[config.mk]
export PLATFORM = sky130hd
export DESIGN_NAME = murmur_hash64a_engine_top
export DESIGN_NICKNAME = d
export VERILOG_FILES = /design/src/rtl/mh64_pkg.sv /design/src/rtl/mh64_mul.sv /design/src/rtl/mh64_fifo.sv /design/src/rtl/mh64_front.sv /design/src/rtl/mh64_back.sv /design/src/rtl/murmur_hash64a_engine_top.sv
export SDC_FILE = /design/constraint.sdc
export NUM_CORES = 2
export LEC_CHECK = 0
export ABC_AREA = 0
export CAP_MARGIN = 20
export CORE_MARGIN = 8
export CORE_UTILIZATION = 38
export CTS_CLUSTER_SIZE = 20
export DETAILED_ROUTE_END_ITERATION = 7
export DONT_BUFFER_PORTS = 1
export PLACE_DENSITY = 0.63
export SKIP_CTS_REPAIR_TIMING = 1
export SYNTH_ARGS = -nofsm -noshare
export SYNTH_HDL_FRONTEND = slang
export SYNTH_SLANG_ARGS = --single-unit
[constraint.sdc]
create_clock -name clock -period 10.15 [get_ports clock]
set_clock_uncertainty 0.1 [all_clocks]
set_input_delay 1.015 -clock clock [delete_from_list [all_inputs] [get_ports clock]]
set_output_delay 1.015 -clock clock [all_outputs]
set_load 0.02 [all_outputs]
[src/rtl/mh64_pkg.sv]
// ----------------------------------------------------------------------------
// mh64_pkg
// Shared constants and types for the MurmurHash64A engine.
// ----------------------------------------------------------------------------
`default_nettype none

package mh64_pkg;

   localparam logic [63:0] MUL_M   = 64'hc6a4_a793_5bd1_e995;
   localparam int          SHIFT_R = 47;
   localparam logic [31:0] SEED_RESET = 32'h1234_ABCD;
   localparam logic [3:0]  FULL_COUNT = 4'd8;

   // one accepted word after classification, as it travels to the back end
   typedef struct packed {
      logic [63:0] data_word;
      logic [3:0]  byte_count;   // already clamped to 0..8
      logic        first_word;
      logic        last_word;
      logic [31:0] msg_length;   // already masked to the length width
   } word_entry_type;

endpackage

`default_nettype wire

[src/rtl/mh64_mul.sv]
// ----------------------------------------------------------------------------
// mh64_mul
// Two-stage multiply by the MurmurHash constant, modulo 2^64.
// Stage one forms the 32x32 partial products, stage two adds them.
// ----------------------------------------------------------------------------
`default_nettype none

module mh64_mul
   import mh64_pkg::*;
(
   input  wire logic        clock,
   input  wire logic [63:0] mul_a,
   output logic      [63:0] mul_p
);

   localparam logic [31:0] M_LO = MUL_M[31:0];
   localparam logic [31:0] M_HI = MUL_M[63:32];

   logic [31:0] a_lo;
   logic [31:0] a_hi;
   logic [63:0] low_in;
   logic [63:0] low_ff;
   logic [31:0] cross_in;
   logic [31:0] cross_ff;

   assign a_lo = mul_a[31:0];
   assign a_hi = mul_a[63:32];

   // only the low 32 bits of the cross terms reach the low 64 bits
   assign low_in   = {32'd0, a_lo} * {32'd0, M_LO};
   assign cross_in = 32'(a_lo * M_HI) + 32'(a_hi * M_LO);

   always_ff @(posedge clock) begin
      low_ff   <= low_in;
      cross_ff <= cross_in;
   end

   assign mul_p = low_ff + {cross_ff, 32'd0};

endmodule

`default_nettype wire

[src/rtl/mh64_fifo.sv]
// ----------------------------------------------------------------------------
// mh64_fifo
// Two-entry word queue between the front and back ends.
// ----------------------------------------------------------------------------
`default_nettype none

module mh64_fifo
   import mh64_pkg::*;
(
   input  wire logic           clock,
   input  wire logic           reset,
   input  wire logic           wr_en,
   input  wire word_entry_type wr_entry,
   input  wire logic           rd_en,
   output word_entry_type      rd_entry,
   output logic                fifo_empty,
   output logic                fifo_full
);

   word_entry_type slot_ff [2];
   logic       wr_ptr_ff;
   logic       wr_ptr_in;
   logic       rd_ptr_ff;
   logic       rd_ptr_in;
   logic [1:0] count_ff;
   logic [1:0] count_in;
   logic       do_wr;
   logic       do_rd;

   assign fifo_empty = (count_ff == 2'd0);
   assign fifo_full  = (count_ff == 2'd2);
   assign do_wr      = wr_en && !fifo_full;
   assign do_rd      = rd_en && !fifo_empty;
   assign rd_entry   = slot_ff[rd_ptr_ff];

   always_comb begin
      wr_ptr_in = wr_ptr_ff ^ do_wr;
      rd_ptr_in = rd_ptr_ff ^ do_rd;
      count_in  = count_ff;
      if (do_wr && !do_rd) begin
         count_in = count_ff + 2'd1;
      end else if (do_rd && !do_wr) begin
         count_in = count_ff - 2'd1;
      end
   end

   always_ff @(posedge clock) begin
      if (reset) begin
         wr_ptr_ff <= 1'b0;
         rd_ptr_ff <= 1'b0;
         count_ff  <= 2'd0;
      end else begin
         wr_ptr_ff <= wr_ptr_in;
         rd_ptr_ff <= rd_ptr_in;
         count_ff  <= count_in;
      end
   end

   always_ff @(posedge clock) begin
      if (do_wr) begin
         slot_ff[wr_ptr_ff] <= wr_entry;
      end
   end

endmodule

`default_nettype wire

[src/rtl/mh64_front.sv]
// ----------------------------------------------------------------------------
// mh64_front
// Input side: takes words, tracks whether a message is open, drops words
// outside a message, clamps the count and holds the seed register.
// ----------------------------------------------------------------------------
`default_nettype none

module mh64_front
   import mh64_pkg::*;
#(
   parameter int LEN_WIDTH = 32
)
(
   input  wire logic        clock,
   input  wire logic        reset,
   input  wire logic        req_push,
   input  wire logic [63:0] req_data_word,
   input  wire logic [3:0]  req_byte_count,
   input  wire logic        req_first_word,
   input  wire logic        req_last_word,
   input  wire logic [31:0] req_msg_length,
   input  wire logic        fifo_full,
   output logic             fifo_wr,
   output word_entry_type   fifo_entry,
   input  wire logic        csr_valid,
   input  wire logic [31:0] csr_hash_seed,
   output logic             csr_ready,
   output logic      [31:0] seed
);

   localparam logic [31:0] LEN_MASK =
      (LEN_WIDTH >= 32) ? 32'hFFFF_FFFF : 32'((64'd1 << LEN_WIDTH) - 64'd1);

   logic        in_msg_ff;
   logic        in_msg_in;
   logic [31:0] seed_ff;
   logic [31:0] seed_in;
   logic        accept;

   assign accept    = req_push && !fifo_full;
   assign fifo_wr   = accept && (req_first_word || in_msg_ff);
   assign csr_ready = 1'b1;
   assign seed      = seed_ff;

   always_comb begin
      fifo_entry.data_word  = req_data_word;
      fifo_entry.byte_count = (req_byte_count > FULL_COUNT) ? FULL_COUNT : req_byte_count;
      fifo_entry.first_word = req_first_word;
      fifo_entry.last_word  = req_last_word;
      fifo_entry.msg_length = req_msg_length & LEN_MASK;
   end

   always_comb begin
      in_msg_in = in_msg_ff;
      if (accept) begin
         in_msg_in = (req_first_word || in_msg_ff) && !req_last_word;
      end
      seed_in = seed_ff;
      if (csr_valid && csr_ready) begin
         seed_in = csr_hash_seed;
      end
   end

   always_ff @(posedge clock) begin
      if (reset) begin
         in_msg_ff <= 1'b0;
         seed_ff   <= SEED_RESET;
      end else begin
         in_msg_ff <= in_msg_in;
         seed_ff   <= seed_in;
      end
   end

endmodule

`default_nettype wire

[src/rtl/mh64_back.sv]
// ----------------------------------------------------------------------------
// mh64_back
// Hash sequencer: seeds, mixes and folds each word through one shared
// multiplier, runs the final avalanche and holds the result.
// ----------------------------------------------------------------------------
`default_nettype none

module mh64_back
   import mh64_pkg::*;
(
   input  wire logic           clock,
   input  wire logic           reset,
   input  wire word_entry_type head,
   input  wire logic           fifo_empty,
   output logic                fifo_rd,
   input  wire logic [31:0]    seed,
   input  wire logic           rsp_pop,
   output logic                rsp_empty,
   output logic      [63:0]    rsp_hash_value
);

   typedef enum logic [5:0] {
      ST_IDLE  = 6'b000001,
      ST_SEED  = 6'b000010,
      ST_MIX1  = 6'b000100,
      ST_MIX2  = 6'b001000,
      ST_FOLD  = 6'b010000,
      ST_FINAL = 6'b100000
   } state_type;

   state_type   state_ff;
   state_type   state_in;
   logic        ph_ff;
   logic        ph_in;
   logic [63:0] word_ff;
   logic [63:0] word_in;
   logic [3:0]  cnt_ff;
   logic [3:0]  cnt_in;
   logic        last_ff;
   logic        last_in;
   logic [31:0] len_ff;
   logic [31:0] len_in;
   logic [63:0] h_ff;
   logic [63:0] h_in;
   logic [63:0] x_ff;
   logic [63:0] x_in;
   logic        out_valid_ff;
   logic        out_valid_in;
   logic [63:0] hash_ff;
   logic [63:0] hash_in;
   logic [63:0] mul_a;
   logic [63:0] mul_p;

   function automatic logic [63:0] tail_mask(input logic [3:0] cnt);
      logic [63:0] m;
      case (cnt)
         4'd1:    m = 64'h0000_0000_0000_00FF;
         4'd2:    m = 64'h0000_0000_0000_FFFF;
         4'd3:    m = 64'h0000_0000_00FF_FFFF;
         4'd4:    m = 64'h0000_0000_FFFF_FFFF;
         4'd5:    m = 64'h0000_00FF_FFFF_FFFF;
         4'd6:    m = 64'h0000_FFFF_FFFF_FFFF;
         4'd7:    m = 64'h00FF_FFFF_FFFF_FFFF;
         default: m = 64'hFFFF_FFFF_FFFF_FFFF;
      endcase
      return m;
   endfunction

   // where a word goes once the running hash is ready for it
   function automatic state_type route(input logic [3:0] cnt, input logic last);
      state_type s;
      if (cnt == FULL_COUNT) begin
         s = ST_MIX1;
      end else if (cnt != 4'd0) begin
         s = ST_FOLD;
      end else if (last) begin
         s = ST_FINAL;
      end else begin
         s = ST_IDLE;
      end
      return s;
   endfunction

   mh64_mul u_mul (
      .clock (clock),
      .mul_a (mul_a),
      .mul_p (mul_p)
   );

   assign rsp_empty      = !out_valid_ff;
   assign rsp_hash_value = hash_ff;
   assign fifo_rd        = (state_ff == ST_IDLE) && !fifo_empty;

   always_comb begin
      case (state_ff)
         ST_SEED:  mul_a = {32'd0, len_ff};
         ST_MIX1:  mul_a = word_ff;
         ST_MIX2:  mul_a = x_ff;
         ST_FOLD:  mul_a = h_ff ^ x_ff;
         ST_FINAL: mul_a = h_ff ^ (h_ff >> SHIFT_R);
         default:  mul_a = 64'd0;
      endcase
   end

   always_comb begin
      state_in     = state_ff;
      ph_in        = ph_ff;
      word_in      = word_ff;
      cnt_in       = cnt_ff;
      last_in      = last_ff;
      len_in       = len_ff;
      h_in         = h_ff;
      x_in         = x_ff;
      hash_in      = hash_ff;
      out_valid_in = out_valid_ff && !rsp_pop;

      case (state_ff)
         ST_IDLE: begin
            if (!fifo_empty) begin
               word_in = head.data_word;
               cnt_in  = head.byte_count;
               last_in = head.last_word;
               len_in  = head.msg_length;
               x_in    = head.data_word & tail_mask(head.byte_count);
               ph_in   = 1'b0;
               if (head.first_word) begin
                  state_in = ST_SEED;
               end else begin
                  state_in = route(head.byte_count, head.last_word);
               end
            end
         end
         ST_SEED: begin
            if (!ph_ff) begin
               ph_in = 1'b1;
            end else begin
               h_in     = {32'd0, seed} ^ mul_p;
               x_in     = word_ff & tail_mask(cnt_ff);
               ph_in    = 1'b0;
               state_in = route(cnt_ff, last_ff);
            end
         end
         ST_MIX1: begin
            if (!ph_ff) begin
               ph_in = 1'b1;
            end else begin
               x_in     = mul_p ^ (mul_p >> SHIFT_R);
               ph_in    = 1'b0;
               state_in = ST_MIX2;
            end
         end
         ST_MIX2: begin
            if (!ph_ff) begin
               ph_in = 1'b1;
            end else begin
               x_in     = mul_p;
               ph_in    = 1'b0;
               state_in = ST_FOLD;
            end
         end
         ST_FOLD: begin
            if (!ph_ff) begin
               ph_in = 1'b1;
            end else begin
               h_in     = mul_p;
               ph_in    = 1'b0;
               state_in = last_ff ? ST_FINAL : ST_IDLE;
            end
         end
         ST_FINAL: begin
            if (!ph_ff) begin
               ph_in = 1'b1;
            end else if (!out_valid_ff || rsp_pop) begin
               // operand is held, so the product stays put while the slot is busy
               hash_in      = mul_p ^ (mul_p >> SHIFT_R);
               out_valid_in = 1'b1;
               ph_in        = 1'b0;
               state_in     = ST_IDLE;
            end
         end
         default: begin
            state_in = ST_IDLE;
            ph_in    = 1'b0;
         end
      endcase
   end

   always_ff @(posedge clock) begin
      if (reset) begin
         state_ff     <= ST_IDLE;
         ph_ff        <= 1'b0;
         out_valid_ff <= 1'b0;
         h_ff         <= 64'd0;
      end else begin
         state_ff     <= state_in;
         ph_ff        <= ph_in;
         out_valid_ff <= out_valid_in;
         h_ff         <= h_in;
      end
   end

   always_ff @(posedge clock) begin
      word_ff <= word_in;
      cnt_ff  <= cnt_in;
      last_ff <= last_in;
      len_ff  <= len_in;
      x_ff    <= x_in;
      hash_ff <= hash_in;
   end

endmodule

`default_nettype wire

[src/rtl/murmur_hash64a_engine_top.sv]
// ----------------------------------------------------------------------------
// murmur_hash64a_engine_top
// MurmurHash64A over a stream of little-endian 64-bit words.
//
//   channel | handshake          | payload
//   --------+--------------------+------------------------------------------
//   req     | req_push/req_full  | data_word, byte_count, first/last, length
//   rsp     | rsp_pop/rsp_empty  | hash_value
//   csr     | csr_valid/ready    | hash_seed (ready always high)
//
// Each multiply goes through one shared 64-bit multiplier; the back end takes
// a word only once done with the last: a full word is mixed and folded, a
// short word folded, a first word seeded first, a last one ends in the avalanche.
// A two-word queue lets the input keep taking words while the back end works.
// Reset is synchronous; the seed returns to 0x1234ABCD, no message is open.
// A finished hash waits in the output register; the back end holds while it
// is full and the next hash is ready.
// ----------------------------------------------------------------------------
`default_nettype none

module murmur_hash64a_engine_top
   import mh64_pkg::*;
#(
   parameter int LEN_WIDTH = 32
)
(
   input  wire logic        clock,
   input  wire logic        reset,
   input  wire logic        req_push,
   output logic             req_full,
   input  wire logic [63:0] req_data_word,
   input  wire logic [3:0]  req_byte_count,
   input  wire logic        req_first_word,
   input  wire logic        req_last_word,
   input  wire logic [31:0] req_msg_length,
   output logic             rsp_empty,
   input  wire logic        rsp_pop,
   output logic      [63:0] rsp_hash_value,
   input  wire logic        csr_valid,
   output logic             csr_ready,
   input  wire logic [31:0] csr_hash_seed
);

   word_entry_type wr_entry;
   word_entry_type rd_entry;
   logic           fifo_wr;
   logic           fifo_rd;
   logic           fifo_empty;
   logic           fifo_full;
   logic [31:0]    seed;

   assign req_full = fifo_full;

   mh64_front #(
      .LEN_WIDTH (LEN_WIDTH)
   ) u_front (
      .clock          (clock),
      .reset          (reset),
      .req_push       (req_push),
      .req_data_word  (req_data_word),
      .req_byte_count (req_byte_count),
      .req_first_word (req_first_word),
      .req_last_word  (req_last_word),
      .req_msg_length (req_msg_length),
      .fifo_full      (fifo_full),
      .fifo_wr        (fifo_wr),
      .fifo_entry     (wr_entry),
      .csr_valid      (csr_valid),
      .csr_hash_seed  (csr_hash_seed),
      .csr_ready      (csr_ready),
      .seed           (seed)
   );

   mh64_fifo u_fifo (
      .clock      (clock),
      .reset      (reset),
      .wr_en      (fifo_wr),
      .wr_entry   (wr_entry),
      .rd_en      (fifo_rd),
      .rd_entry   (rd_entry),
      .fifo_empty (fifo_empty),
      .fifo_full  (fifo_full)
   );

   mh64_back u_back (
      .clock          (clock),
      .reset          (reset),
      .head           (rd_entry),
      .fifo_empty     (fifo_empty),
      .fifo_rd        (fifo_rd),
      .seed           (seed),
      .rsp_pop        (rsp_pop),
      .rsp_empty      (rsp_empty),
      .rsp_hash_value (rsp_hash_value)
   );

endmodule

`default_nettype wire

==> results <==
- The number of antenna violations at the first check in global routing is 22.
- The area after detailed placement is 64,000 um^2.
- Across the run, the number of max-cap violations was 0.
- The clock edge transition at the registers on the reported setup and hold paths is approximately 0.060 ns.
- The standard cell with the maximum stage delay on the critical path is sky130_fd_sc_hd__or4_1.
- In the final layout, the share of cells above drive strength 1 is under 10%.
- The critical path is of the reg -> reg type.
- After technology mapping, the gate count stands at between 5,000 and 6,000.
- For this run, the register share of the synthesized area comes to 28.2%.
- The slew of the pin with the lowest slew margin is approximately 1.2 ns.
- The number of distinct library cells after synthesis is 80.
- The final max-slew violation count was 0.
- Setup repair after global routing left no endpoint under its margin.
- OpenSTA, run right after detailed placement, puts the worst setup slack at 0.268 ns.
- The leakage dissipation is between 30 and 40 nW.
- The violation count after the first detailed-route iteration is around 3,400.
- The via count of the first global-routing pass is about 43,000.
- In the routed design, unresolved DRC markers number 0.
- The worst hold path belongs to the class in -> reg.
- The number of vias per cell is ~5.3.
- The number of synthesized register bits is 637.
- Compared with the post-synthesis result, the final layout area differs by 9.89%.
- At the worst endpoint, the required time is around 11 ns.
- The endpoint arrival time on the critical path is between 10 and 15 ns.
- The flow ran to the end, and the final reports show no timing, DRC or antenna violations.
- Summing over every cut layer, the via total after detailed routing is 40,700.
- Yosys mapped a number of flops with a built-in enable equal to approximately 430.
- The total number of placement rows is between 100 and 150.
- The area of the mapped netlist is slightly above 60,000 um^2.
- Among all flip-flop cells after synthesis, the most frequent one is sky130_fd_sc_hd__edfxtp_1.
- The total clock sinks is 637.
- After the last flow step, the layout net total stands at between 7,000 and 8,000.
- For this run, the total global-route usage over all layers was measured as roughly 23%.
- The smallest clock period supported by the final layout is computed as ~9.7 ns.
- The delay of the slowest cell on the worst path is ~0.56 ns.
- The worst-case clock buffer depth is 3.
- The final hold violation count is 0.
- The routed wire length is 200 mm.
- The setup slack of the critical path after layout is roughly 0.43 ns.
- The I/O pin count is about 200.
- The detailed placer's ending HPWL is about 170 mm.
- The peak supply drop is roughly 270 uV.
- A synthesized cell averages 11.1 um^2.
- The number of antenna-violating nets in the routed design is 0.
- The period utilization is about 96%.
- The length of the first detailed-routing pass in iterations is 7.
- The starting utilization of the core area is 38.2%.
- The power density over the cells is 236 nW/um^2.
- The kind of cell with the highest combined delay on the critical path is adder cells.
- In this run the worst path has a maximum fanout of 38.
- During placement, the flow inserted port buffers numbering 0.
- In this run the vertical extent of the chip is approximately 420 um.
- The total die area is between 150,000 and 200,000 um^2.
- The type of element capturing the critical path is a flip-flop.
- By area the synthesized netlist is led by sky130_fd_sc_hd__fa_1 27%, sky130_fd_sc_hd__edfxtp_1 21%, sky130_fd_sc_hd__ha_1 17%, sky130_fd_sc_hd__inv_1 7.8%, sky130_fd_sc_hd__dfxtp_1 6.7%.
- The number of buffers inserted during clock tree synthesis is 67.
- For this run the aggregate overflow at the end of global routing stands at 0.
- Summed over its instances, the top area cell type makes up between 20% and 30% of the synthesized netlist area.
- TritonCTS built the clock tree.
- The floorplan die width is between 400 and 500 um.
- With fillers left out, the area of the finished cells amounts to between 60,000 and 70,000 um^2.
- The number of nets in the synthesized netlist is between 7,000 and 8,000.
- By instance count, the cell type seen most on the critical path is sky130_fd_sc_hd__fa_1.
- The highest attainable clock frequency is ~0.10 GHz.
- The maximum number of pins on one net before global-route repair is 97.
- The filler cell count in the final layout is roughly 15,000.
- The core area is approximately 160,000 um^2.
- Setup violations remaining at the end of the flow were counted as 0.
- The relative slew slack is 19.7%.
- The first-pass GRT wire length is slightly below 300 mm.
- The async set-or-reset flop fraction in the synthesized netlist is 0%.
- The critical path startpoint category is a flip-flop.
- The number of warnings issued by yosys is 0.
- The final RePlAce weighted congestion is around 1.0.
- Counting both buffers and inverters, the worst setup path holds a total of 7.
- After detailed routing, the average wire length per cell comes to about 26 um.
- The H-tree depth reported by CTS is 3.
- Of all cell types, the one taking the most synthesized area is sky130_fd_sc_hd__fa_1.
- The setup TNS is 0 ns.
- The clock latency on the worst-skew pair is ~0.66 ns.
- The clock root buffer is sky130_fd_sc_hd__clkbuf_16.
## power breakdown
| group | switching, mW | total, mW | internal, mW |
|---|---|---|---|
| logic | 5.80 | 9.08 | 3.28 |
| registers | 0.399 | 3.97 | 3.57 |
| clock network | 1.12 | 2.66 | 1.55 |
## layout make-up
type | instances | area [um^2] | area share (%)
multi-input combinational | 3447 | 38300 | 57.6
antenna | 25 | 62.6 | 0.0941
inverter | 1259 | 4730 | 7.11
timing repair buffer | 170 | 1300 | 1.95
tap | 2072 | 2590 | 3.90
clock inverter | 40 | 596 | 0.896
clock buffer | 83 | 1800 | 2.70
sequential | 637 | 17100 | 25.7
## through the flow
stage	util [%]	power, mW	hold slack (ns)	std cells
after floorplan	-	9.15	0.341	5463
after global placement	40.5	12.9	0.352	7583
after detailed placement	40.5	12.9	0.362	7585
after CTS	42.0	15.7	0.294	7708
after global routing	42.0	16.7	0.325	7731
final	42.0	15.7	0.343	7733
## cell usage after synthesis, drive strengths merged, types with 14 or more instances
master,count
nor2b,58
a211oi,52
inv,1257
a21oi,147
o21ai,182
fa,811
mux2i,51
dfxtp,204
nor2,141
nand2,300
a22o,15
a22oi,38
xor2,100
clkbuf,102
nand4,14
ha,812
a222oi,18
and3,31
xnor2,154
a221o,32
a31oi,22
buf,18
o21bai,18
a21o,81
edfxtp,433
o211ai,16
mux2,89
nand2b,24
nand3,50
o21a,15
nor3,36
## cell usage in the layout (no fill, tap or decap), types with 52 or more instances in the layout
cell type and count:
sky130_fd_sc_hd__mux2_2 89, sky130_fd_sc_hd__a21o_1 81, sky130_fd_sc_hd__ha_1 810, sky130_fd_sc_hd__o21ai_0 180
sky130_fd_sc_hd__xnor2_1 153, sky130_fd_sc_hd__a21oi_1 146, sky130_fd_sc_hd__buf_4 167, sky130_fd_sc_hd__clkbuf_16 68
sky130_fd_sc_hd__xor2_1 100, sky130_fd_sc_hd__nand2_1 300, sky130_fd_sc_hd__nor2_1 138, sky130_fd_sc_hd__edfxtp_1 433
sky130_fd_sc_hd__fa_1 811, sky130_fd_sc_hd__a211oi_1 52, sky130_fd_sc_hd__nor2b_1 58, sky130_fd_sc_hd__inv_1 1256
sky130_fd_sc_hd__dfxtp_1 203
## cell families (layout without fill, tap and decap cells)
group / after synthesis / count (layout) / synth area share (%)
muxes: 140 / 140 / 2.50
buffers and inverters: 1379 / 1552 / 8.59
DFF: 637 / 637 / 28.2
adders and majority gates: 1623 / 1623 / 43.6
AOI/OAI and AO/OA: 724 / 724 / 7.98
and+or+nand+nor: 704 / 704 / 5.33
xor gates and xnor gates: 255 / 255 / 3.73
other: 1 / 26 / 0.00620
## flip-flops by register name, summed over array words and instances (netlist names)
signal,flops
u_back.ph_ff,1
u_back.rsp_hash_value,64
u_front.seed,32
u_fifo.wr_ptr_ff,1
u_fifo.count_ff,2
u_back.last_ff,1
u_back.u_mul.cross_ff,32
u_back.x_ff,64
u_back.state_ff,6
u_front.in_msg_ff,1
u_back.len_ff,32
u_back.cnt_ff,4
u_fifo.slot_ff,204
u_back.out_valid_ff,1
u_back.h_ff,64
u_back.u_mul.low_ff,63
u_back.word_ff,64
u_fifo.rd_ptr_ff,1
## final timing paths
| kind | slack (ns) | cells after the start | start | to |
|---|---|---|---|---|
| worst max-delay path | 0.43 | 32 | u_back.state_ff[1]$_SDFFE_PP0P_ | u_back.u_mul.low_ff[59]$_DFF_P_ |
| worst min-delay path | 0.34 | 0 | req_data_word[50] | u_fifo.slot_ff[0][88]$_DFFE_PP_ |
| worst max register to register | 0.43 | 32 | u_back.state_ff[1]$_SDFFE_PP0P_ | u_back.u_mul.low_ff[59]$_DFF_P_ |
| worst min register to register | 0.37 | 2 | u_back.h_ff[36]$_SDFFE_PP0P_ | u_back.h_ff[36]$_SDFFE_PP0P_ |
## per-layer routing
layer / global-route usage [%] / wire length [um] / up-vias / part of all wire (%)
li1: - / - / 18100 / -
met1: 29.3 / 80200 / 20600 / 40
met2: 37.3 / 92500 / 1622 / 46
met3: 3.99 / 14900 / 375 / 7.4
met4: 12.2 / 12600 / 6 / 6.3
met5: 0 / 41 / - / 0.020
(Power assumes the default switching activity.)
